==> src/rtl/refcounted_cache_evictor_unit_assert.svh <==
`ifndef REFCOUNTED_CACHE_EVICTOR_UNIT_ASSERT_SVH
`define REFCOUNTED_CACHE_EVICTOR_UNIT_ASSERT_SVH

// implication checks, same cycle and next cycle
`define RCE_ASSERT_IMP(lbl, ante, cons, msg) \
    lbl: assert property (@(posedge i_clk) disable iff (!i_rst_n) (ante) |-> (cons)) \
        else $error(msg);

`define RCE_ASSERT_NXT(lbl, ante, cons, msg) \
    lbl: assert property (@(posedge i_clk) disable iff (!i_rst_n) (ante) |=> (cons)) \
        else $error(msg);

`endif

==> src/rtl/rce_pkg.sv <==
package rce_pkg;

    localparam int IDXW = 10;
    localparam int SUMW = 35;

    localparam logic [2:0] CMD_ADD     = 3'd0;
    localparam logic [2:0] CMD_GET     = 3'd1;
    localparam logic [2:0] CMD_RELEASE = 3'd2;
    localparam logic [2:0] CMD_INVAL   = 3'd3;
    localparam logic [2:0] CMD_CLEANUP = 3'd4;

    localparam logic [1:0] ST_OK   = 2'd0;
    localparam logic [1:0] ST_MISS = 2'd1;
    localparam logic [1:0] ST_FULL = 2'd2;
    localparam logic [1:0] ST_BAD  = 2'd3;

    localparam logic REG_CACHE_LIMIT  = 1'b0;
    localparam logic REG_MIN_IDLE_AGE = 1'b1;

    localparam logic [28:0] CACHE_LIMIT_RESET = 29'd8388608;
    localparam logic [7:0]  IDLE_AGE_RESET    = 8'd5;

    typedef enum logic [2:0] {
        OP_ADD   = 3'd0,
        OP_GET   = 3'd1,
        OP_INC   = 3'd2,
        OP_REL   = 3'd3,
        OP_INV   = 3'd4,
        OP_PURGE = 3'd5,
        OP_EVICT = 3'd6
    } t_op;

    typedef struct packed {
        logic [2:0]  command;
        logic [31:0] lookup_key;
        logic [23:0] entry_size;
        logic [4:0]  entry_index;
        logic [31:0] now_seconds;
    } t_req;

    typedef struct packed {
        logic [1:0]  status;
        logic [4:0]  slot_index;
        logic [15:0] ref_count_out;
        logic [28:0] bytes_in_use;
        logic [18:0] kib_in_use;
        logic [5:0]  evicted_count;
    } t_rsp;

    // token walking the cell chain
    typedef struct packed {
        logic            vld;
        t_op             op;
        logic [31:0]     key;
        logic [31:0]     now;
        logic [23:0]     size;
        logic [IDXW-1:0] idx;
        logic            kill;
        logic            srch;
        logic            hit;
        logic [IDXW-1:0] pick;
        logic [31:0]     age;
        logic [31:0]     la;
        logic [23:0]     bytes;
        logic [15:0]     rc;
        logic [SUMW-1:0] sum;
        logic [IDXW:0]   cnt;
        logic [31:0]     order;
    } t_tok;

endpackage

==> src/rtl/rce_cell.sv <==
module rce_cell #(
    parameter int ID = 0
) (
    input  logic          i_clk,
    input  logic          i_rst_n,
    input  rce_pkg::t_tok i_tok,
    output rce_pkg::t_tok o_tok
);

    logic        r_valid, n_valid;
    logic        r_stale, n_stale;
    logic [31:0] r_key, n_key;
    logic [15:0] r_rc, n_rc;
    logic [31:0] r_la, n_la;
    logic [23:0] r_bytes, n_bytes;
    logic [31:0] r_io, n_io;
    rce_pkg::t_tok r_tok, n_tok;

    logic [31:0] w_age;
    logic        w_me;

    assign w_age = i_tok.order - r_io;
    assign w_me  = (i_tok.idx == rce_pkg::IDXW'(ID));

    always_comb begin
        n_valid = r_valid;
        n_stale = r_stale;
        n_key   = r_key;
        n_rc    = r_rc;
        n_la    = r_la;
        n_bytes = r_bytes;
        n_io    = r_io;
        n_tok   = i_tok;
        if (i_tok.vld) begin
            case (i_tok.op)
                rce_pkg::OP_ADD: begin
                    if (!i_tok.hit && !r_valid) begin
                        n_valid    = 1'b1;
                        n_stale    = 1'b0;
                        n_key      = i_tok.key;
                        n_rc       = 16'd1;
                        n_la       = i_tok.now;
                        n_bytes    = i_tok.size;
                        n_io       = i_tok.order;
                        n_tok.hit  = 1'b1;
                        n_tok.pick = rce_pkg::IDXW'(ID);
                    end
                end
                rce_pkg::OP_GET: begin
                    if (r_valid && !r_stale && r_key == i_tok.key &&
                        (!i_tok.hit || w_age > i_tok.age)) begin
                        n_tok.hit  = 1'b1;
                        n_tok.pick = rce_pkg::IDXW'(ID);
                        n_tok.age  = w_age;
                    end
                end
                rce_pkg::OP_INC, rce_pkg::OP_REL, rce_pkg::OP_INV: begin
                    if (w_me && r_valid) begin
                        n_tok.hit = 1'b1;
                        if (i_tok.op == rce_pkg::OP_INC) begin
                            if (r_rc != 16'hFFFF) n_rc = r_rc + 16'd1;
                        end else if (i_tok.op == rce_pkg::OP_REL) begin
                            if (r_rc != 16'd0) n_rc = r_rc - 16'd1;
                            n_la = i_tok.now;
                        end else begin
                            n_stale = 1'b1;
                        end
                        n_tok.rc = n_rc;
                    end
                end
                rce_pkg::OP_PURGE: begin
                    if (r_valid && r_stale && r_rc == 16'd0) begin
                        n_valid   = 1'b0;
                        n_tok.cnt = i_tok.cnt + 1'b1;
                    end else if (r_valid) begin
                        n_tok.sum = i_tok.sum + rce_pkg::SUMW'(r_bytes);
                    end
                end
                rce_pkg::OP_EVICT: begin
                    if (i_tok.kill && w_me) begin
                        n_valid = 1'b0;
                    end else if (i_tok.srch && r_valid && r_rc == 16'd0 &&
                                 r_la < i_tok.now &&
                                 (!i_tok.hit || r_la < i_tok.la ||
                                  (r_la == i_tok.la && w_age > i_tok.age))) begin
                        n_tok.hit   = 1'b1;
                        n_tok.pick  = rce_pkg::IDXW'(ID);
                        n_tok.la    = r_la;
                        n_tok.age   = w_age;
                        n_tok.bytes = r_bytes;
                    end
                end
                default: begin
                end
            endcase
        end
    end

    always_ff @(posedge i_clk) begin
        if (!i_rst_n) begin
            r_valid   <= 1'b0;
            r_stale   <= 1'b0;
            r_tok.vld <= 1'b0;
        end else begin
            r_valid <= n_valid;
            r_stale <= n_stale;
            r_tok   <= n_tok;
        end
    end

    always_ff @(posedge i_clk) begin
        r_key   <= n_key;
        r_rc    <= n_rc;
        r_la    <= n_la;
        r_bytes <= n_bytes;
        r_io    <= n_io;
    end

    assign o_tok = r_tok;

endmodule

==> config.mk <==
export PLATFORM = sky130hd
export DESIGN_NAME = rce_cell
export DESIGN_NICKNAME = d
export VERILOG_FILES = /design/src/rtl/refcounted_cache_evictor_unit_assert.svh /design/src/rtl/rce_pkg.sv /design/src/rtl/rce_cell.sv
export SDC_FILE = /design/constraint.sdc
export NUM_CORES = 1
export LEC_CHECK = 0
export ABC_AREA = 1
export ABC_CLOCK_PERIOD_IN_PS = 5550
export BUFFER_PORTS_ARGS = -buffer_cell sky130_fd_sc_hd__buf_2
export CORE_AREA = 4 4 228 230
export DETAILED_ROUTE_END_ITERATION = 6
export DIE_AREA = 0 0 232 234
export PLACE_DENSITY = 0.75
export SYNTH_ARGS = -nofsm -noshare
export SYNTH_HDL_FRONTEND = slang
export SYNTH_SLANG_ARGS = --single-unit
==> constraint.sdc <==
create_clock -name i_clk -period 5.55 [get_ports i_clk]
set_input_delay 0.555 -clock i_clk [delete_from_list [all_inputs] [get_ports i_clk]]
set_output_delay 0.555 -clock i_clk [all_outputs]
set_load 0.02 [all_outputs]
==> results of run 1 <==
-- through the flow --
step	hold slack (ns)	instance area (um^2)
after floorplan	0.4836	24370
after global placement	0.5494	28080
after detailed placement	0.5477	28080
after CTS	0.1110	29570
after global routing	0.1205	29590
final	0.1524	29600
-- routing by layer --
metal,up-vias,wire [um]
met5,-,122
met4,20,2538
met2,771,35340
met1,9438,27480
met3,148,6043
li1,9941,-
-- cell usage after synthesis, drive strengths merged, types with 4 or more instances --
master / n / area, um^2
edfxtp: 432 / 12970
nand3: 184 / 935.9
inv: 412 / 1549
nor3b: 4 / 35.03
nor2: 167 / 658.1
xor2: 48 / 420.4
o21ai: 149 / 847.1
or2: 15 / 93.84
nand4: 34 / 219.0
ha: 153 / 1914
nand3b: 17 / 127.6
nand2: 655 / 2516
nor4: 12 / 75.07
o22ai: 6 / 37.54
o21a: 10 / 75.07
a21o: 13 / 97.59
clkbuf: 16 / 60.06
xnor2: 32 / 280.3
a21oi: 124 / 635.6
nor3: 39 / 215.2
buf: 34 / 257.7
-- worst paths after layout --
check                                     startpoint                   end  slack [ns]  cells past startpoint
worst max register to register     r_io[0]$_DFFE_PP_  o_tok[190]$_DFFE_PP_        0.96                     28
worst max-delay path               r_io[0]$_DFFE_PP_  o_tok[190]$_DFFE_PP_        0.96                     28
worst min-delay path                      i_tok[207]  r_bytes[2]$_DFFE_PP_        0.15                      1
worst min register to register  r_valid$_SDFFE_PN0P_  r_valid$_SDFFE_PN0P_        0.55                      2
-- cell families (layout without fill, tap and decap cells) --
kind of cell    count (synthesis)  after routing
compound gates                326            326
mux                             3              3
simple gates                 1130           1130
xor+xnor                       80             80
other cells                     0             11
fa+ha+maj                     155            155
buf+inv                       463           1109
flops                         435            435
-- power by group --
group / switching, mW / internal [mW]
logic: 0.964 / 0.481
clock network: 1.31 / 1.76
registers: 0.0741 / 3.86
-- registers in the layout, summed over array words and instances, names as in the netlist --
| register | flops |
|---|---|
| r_io | 32 |
| r_la | 32 |
| o_tok | 297 |
| r_key | 32 |
| r_bytes | 24 |
| r_rc | 16 |
| r_stale | 1 |
| r_valid | 1 |
-- worst max-delay path: cells and delay by family (launching register included) --
kind | cells | cell delay (ns)
adder cells (fa/ha/maj) | 3 | 0.71
buffers and inverters | 5 | 0.52
XOR/XNOR | 1 | 0.29
AND/OR/NAND/NOR | 17 | 1.98
flip-flops | 1 | 0.37
AO/OA/AOI/OAI | 2 | 0.49
-- cells in the final DEF, fill, tap and decap left out, drive strengths merged, types with 4 or more instances in the layout --
cell type and count:
o22ai 6, a21o 13, clkinvlp 5, nor2 167, edfxtp 432, inv 414
nor4 12, nor3 39, a21oi 124, nand3b 17, ha 153, nand2 655
buf 612, clkbuf 58, bufinv 4, nand4 34, xor2 48, o21a 10
or2 15, clkinv 16, nand3 184, o21ai 149, nor3b 4, xnor2 32
diode 11
-- area by class of cell --
type	instances	area [um^2]
Sequential cell	435	13030
Antenna cell	11	27.53
Timing Repair Buffer	612	3153
Clock inverter	26	277.8
Inverter	413	1553
Fill cell	4345	20260
Clock buffer	58	1217
Tap cell	672	840.8
Multi-Input combinational cell	1694	9500
==> results.txt, run 1 <==
* Outcome: finished, final reports clean
* Number of rows in the core area: 82
- Share of layout cells above drive strength 1: 0.2400
* Power Dens Cells: 285.2 nW/um^2
* Number of flops mapped to enable cells by yosys: 432
- Maximum vdd ir drop: 0.0002636 V
- Number of hold buffers added after CTS: 0
* Routed Antenna Nets: 0
- In the routed design, unresolved DRC markers number 0.
- Wire length of the first global-routing pass: 106.6 mm
- Met3 capacity usage during global routing: 0.06815
* CTS tree: done
- After synthesis the netlist holds a flip-flop and latch count of 435.
- For this block, the initial DRC count from the detailed router was 1293.
- Nets: 3656
- Max-slew headroom at the worst pin: 0.3150
* HPWL after detailed placement: 55.96 mm
- Dominant combinational cell family by area after synthesis: simple AND/OR/NAND/NOR gates
- Setup violations remaining at the end of the flow were counted as 0.
- CP required: 5.90 ns
- In this run the most used layer during global routing was met2.
* Fmax achieved: 217.7 MHz
- Final instance count without filler cells: 3921
- Top-Level Pins: 596
- The final number of max-transition violations was 0.
- For this run, the register share of the synthesized area comes to 0.5348.
- Clock-pin slew of the registers on the worst-case setup and hold paths: 0.06 ns
- Clk Latency, worst-skew pair: 0.59 ns
- Overall power consumption after layout is estimated at 8.444 mW.
- Vias in the first global route: 19050
- Entering global routing, the biggest net connects 121 pins.
- After detailed routing, the average wire length per cell comes to 18.24 um.
- On the final layout, the worst clock skew is 0.03511 ns.
* IO buf count: 595
* Slew at the pin with the worst max-slew slack: 1.025 ns
- Area enclosed by the die boundary: 54290 um^2
* Clock period minus worst slack: 4.594 ns
- Number of distinct library cell variants in the gate-level netlist after synthesis: 59
- The pre-antenna-repair detailed-routing pass consisted of 5 iterations.
- For met2 alone, demand over resource in global routing was 0.4422.
- STA classifies the critical path endpoint as a flip-flop.
- CTS H-tree lvls: 2
- Number of clock sinks: 435
- Final Core Density: 0.5937
- OpenSTA, run right after detailed placement, puts the worst setup slack at 0.6657 ns.
* Root buffer selected by CTS: sky130_fd_sc_hd__clkbuf_16
* Arrival @ worst endpoint: 4.94 ns
- Area growth from synthesis to layout: 21.48%
- The longest clock path from root to sink contains 3 buffers.
- Category of the critical setup timing path: reg2reg
- Summed over all cells, the static leakage comes to 14.05 nW.
* Adder and majority gate portion of the synthesized area: 0.08021
- Across all layers, the routed design uses 20320 vias.
- Critical-path maximum fanout: 18
- For this run, the leading register cell type out of synthesis is sky130_fd_sc_hd__edfxtp_1.
* Number of buffers inserted by post-CTS setup repair: 0
* Placed cells: 3826
* Number of max-cap violations: 0
- Fraction of the mapped netlist area in simple logic gates: 0.2009
- Final clock period utilization by the worst path: 0.8277
- Crit path setup slack, layout: 0.9561 ns
- Complex-gate fraction of the synthesized area: 0.07733
* Cell seen most often among critical-path stages: sky130_fd_sc_hd__nand2_1
- Global router's overall resource usage: 0.2526
- Post-synthesis cell count: 2592
* Warnings from Yosys: 0
* Largest stage delay, worst path: 0.39 ns
- Setup repair after global routing left no endpoint under its margin.
- The core region is 49860 um^2.
* Count of endpoints failing hold in the final timing report: 0
- In the routed layout, each cell is associated on average with a via count of 5.182.
* Number of instances resized during post-cts repair: 0
- Buffers inserted during clock tree synthesis total 46.
* Mux cell area share after synthesis: 0.001232
- Weighted congestion at the end of routability-driven global placement: 1.003
- Async set-or-reset flop fraction in the synthesized netlist: 0
- Averaged over all synthesized cells, the footprint is 9.401 um^2.
* Wirelength, routed: 71.52 mm
* Total Negative Setup Slacks: 0 ns
* Die width: 232 um
* Global-route track usage on met1: 0.3030
- In this run the vertical extent of the chip is 234 um.
- Kind of path behind the tightest hold check: in2reg
- Of the total synthesized cell area, the portion taken by XOR and XNOR cells is 0.02875.
- The initial utilization of the core area, before any placement, comes to 0.4887.
- The mapped netlist covers 24370 um^2.
* Aggregate global routing overflow: 0
- Among all stages on the critical path, the largest delay is contributed by sky130_fd_sc_hd__o21ai_0.
* Syn_nets: 3046
- Type of element launching the critical path: flip-flop
- Initial antenna violation count: 21
(Power assumes the default switching activity.)
==> run 2, diff against run 1 <==
--- a/config.mk
+++ b/config.mk
@@ -6,7 +6,7 @@
 export NUM_CORES = 1
 export LEC_CHECK = 0
 export ABC_AREA = 1
-export ABC_CLOCK_PERIOD_IN_PS = 5550
+export ABC_CLOCK_PERIOD_IN_PS = 3900
 export BUFFER_PORTS_ARGS = -buffer_cell sky130_fd_sc_hd__buf_2
 export CORE_AREA = 4 4 228 230
 export DETAILED_ROUTE_END_ITERATION = 6
==> constraint.sdc (replaced) <==
create_clock -name i_clk -period 3.9 [get_ports i_clk]
set_input_delay 0.39 -clock i_clk [delete_from_list [all_inputs] [get_ports i_clk]]
set_output_delay 0.39 -clock i_clk [all_outputs]
set_load 0.02 [all_outputs]
==> run 2 against run 1 <==
  * The run now ends with setup timing left
  * Worst setup slack lost 1.1 ns
  * Clock skew decreased by 0.0014 ns
  * Final cell count is 5.1% higher
  * Register-to-register slack got worse by 1.1 ns
  * Worst hold slack worse by 0.12 ns
  * Clock power rose by 51%
  * Core utilization is 5.0 points higher
  * Global-route usage up 2.1 points
  * Sequential share of layout area shrank 3.4 points
  * Die area stayed put
  * Critical endpoint is now o_tok[153]$_DFFE_PP_
  * Largest power group unchanged
==> results.txt, run 2 (same netlist as run 1, synthesis figures left out) <==
- The flow ran to the end, but the final reports show violations.
- The final reports fail on setup timing.
- Number of DRC violations after detailed-routing iteration 0: 1525 (+18%)
* Maximum vdd ir drop: 0.0003628 V (+38%)
* Slew at the pin with the worst max-slew slack: 1.003 ns (-0.02185 ns)
* Nets: 3848 (+5.3%)
- Leaving out fill and tap cells, the most frequent cell in the layout is sky130_fd_sc_hd__buf_2.
* Pins over their slew limit: 0 (unchanged)
* CP required: 4.22 ns (-1.68 ns)
- Wirelength, routed: 78.83 mm (+10%)
- Commonest non-fill, non-tap cells in the layout: 594 x sky130_fd_sc_hd__buf_2, 585 x sky130_fd_sc_hd__nand2_1, 432 x sky130_fd_sc_hd__edfxtp_1, 391 x sky130_fd_sc_hd__inv_1, 171 x sky130_fd_sc_hd__nand3_1
- The number of port buffers is 595 (unchanged).
- Clk Latency, worst-skew pair: 0.60 ns (about the same)
- Area growth from synthesis to layout: 31.63%
- The number of flip-flops in the largest register was 297 (unchanged).
* Flop2flop setup slack: -0.15 ns (-1.10 ns)
* Starting density of the core: 0.4887 (unchanged)
* Logic depth of the worst register-to-register path: 29 (+3.6%)
- Among all stages on the critical path, the largest delay is contributed by sky130_fd_sc_hd__edfxtp_1.
- The final critical path time including I/O delays and setup came to 4.047 ns (-0.5464 ns).
* Crit. Startpoint: r_io[3]$_DFFE_PP_
* RSZ-0062 raised after global routing: true
- Vias in the first global route: 20390 (+7.1%)
- In this run the most critical hold path is launched from i_tok[28].
* Wire length of the first global-routing pass: 114.6 mm (+7.5%)
* Clock-pin slew of the registers on the worst-case setup and hold paths: 0.06 ns (about the same)
* Worst hold slack: 0.02945 ns (-0.1230 ns)
* Setup-violating endpoint count in the final report: 92 (+92)
- Kind of path behind the tightest hold check: in2reg
- Weighted congestion at the end of routability-driven global placement: 0.9438 (-5.9%)
- Top-Level Pins: 596 (unchanged)
- Critical Path End Type: flip-flop
- The worst slack after detailed placement is -0.6652 ns (-1.331 ns).
- Max-slew headroom at the worst pin: 0.3286 (+0.01356)
- The final setup TNS is -6.643 ns (-6.643 ns).
- Largest buffer count on any clock path: 3 (unchanged)
* Cell seen most often among critical-path stages: sky130_fd_sc_hd__nand2_1
- Endpoint of the worst-slack reg-to-reg timing path: o_tok[153]$_DFFE_PP_
- Critical-path maximum fanout: 7 (-11)
- Clock buffer count from CTS: 46 (unchanged)
- Routed Antenna Nets: 0 (unchanged)
* CTS tree: done
- The maximum clock rate came to 247.1 MHz (+13%).
- Initial antenna violation count: 28 (+33%)
* Category of the critical setup timing path: reg2reg
- The reported leakage power came to 15.16 nW (+7.9%).
- STA classifies the critical path startpoint as a flip-flop.
- Number of clock sinks: 435 (unchanged)
* Largest stage delay, worst path: 0.36 ns (-0.03 ns)
- Vias per Instance: 5.238 (+1.1%)
- The smallest setup slack after layout was -0.1475 ns (-1.104 ns).
* Arrival @ worst endpoint: 4.37 ns (-0.57 ns)
* Aggregate global routing overflow: 0 (unchanged)
* Share of layout cells above drive strength 1: 0.3069 (+0.06694)
* Count of endpoints failing hold in the final timing report: 0 (unchanged)
- The DRC violation count after routing was 0 (unchanged).
- The placement row count is 82 (unchanged).
- Global router's overall resource usage: 0.2736 (+0.02107)
- Worst hold stages: 1 (unchanged)
- Worst Clk Skew: 0.03374 ns (-0.001368 ns)
- Die width: 232 um (unchanged)
- The pin count of the biggest net entering global routing came to 108 (-11%).
- The routed length per instance is 19.13 um (+4.9%).
- Final clock period utilization by the worst path: 1.038 (+0.2101)
* Floorplan die height: 234 um (unchanged)
* Vias after detailed routing: 21580 (+6.2%)
- Power Dens Cells: 394.7 nW/um^2 (+38%)
- HPWL after detailed placement: 58.86 mm (+5.2%)
* Area enclosed by the die boundary: 54290 um^2 (unchanged)
* Detailed-routing iteration count for the pre-antenna-repair pass: 7 (+2)
- Number of max-cap violations: 0 (unchanged)
* Standard cell core area: 49860 um^2 (unchanged)
- The worst register-to-register path begins at r_io[3]$_DFFE_PP_.
- In this run the clock root is driven by a sky130_fd_sc_hd__clkbuf_16.
* CTS H-tree lvls: 2 (unchanged)
* Sink of the worst hold path: r_io[28]$_DFFE_PP_
[run 2: how the worst max path moves through the flow]
stage | endpoint | slack, ns | cells past startpoint
after global routing | o_tok[154]$_DFFE_PP_ | -0.38 | 30
after detailed placement | o_tok[184]$_DFFE_PP_ | -0.67 | 29
final | o_tok[153]$_DFFE_PP_ | -0.15 | 29
after CTS | o_tok[186]$_DFFE_PP_ | -0.17 | 29
after floorplan | o_tok[136]$_DFFE_PP_ | 0.17 | 28
after global placement | o_tok[188]$_DFFE_PP_ | -0.60 | 29
[run 2: metal layers]
layer | track usage | vias up | share of wire
met5 | 0 | - | 0.0022
met4 | 0.1205 | 28 | 0.050
met3 | 0.07665 | 223 | 0.090
met2 | 0.4722 | 970 | 0.49
met1 | 0.3208 | 10010 | 0.37
li1 | - | 10340 | -
[run 2: worst max-delay path, delay by kind of cell (launching register included)]
kind,cells,cell delay (ns)
adders and majority gates,2,0.54
buffers and inverters,6,0.65
AOI/OAI and AO/OA,1,0.11
DFF,1,0.36
and+or+nand+nor,20,2.13
[run 2: report_power, final]
part           switching (mW)  leakage, nW  internal, mW  total [mW]
Combinational            1.50         10.2         0.915        2.42
Sequential              0.118         4.16          5.49        5.61
Clock                    1.91        0.756          2.72        4.64
[run 2: per-stage QoR]
stage	area, um^2	util	power (mW)	cells
after floorplan	24370	-	6.897	2592
after global placement	29120	0.5840	7.879	3947
final	32070	0.6433	12.66	4120
after CTS	31400	0.6296	12.60	4093
after global routing	32050	0.6429	13.18	4112
after detailed placement	29120	0.5840	7.917	3947
[run 2: timing repair]
action | 4_1_cts | 5_1_grt
cloned | 1 | 5
gates resized for setup | 32 | 128
endpoints found under the setup margin | 99 | 99
setup buffers | 20 | 5
hold endpoints to repair | 65 | 0
hold buffers | 40 | 0
pin swaps | 22 | 78
[run 2: final cells by class]
| class | instances | area (um^2) |
|---|---|---|
| inverters | 413 | 1555 |
| diodes | 17 | 42.54 |
| repair buffers | 803 | 4985 |
| clock inverters | 31 | 401.6 |
| multi-input cells | 1695 | 10040 |
| fillers | 3999 | 17790 |
| clock buffers | 54 | 1181 |
| flip-flops and latches | 435 | 13030 |
| well taps | 672 | 840.8 |
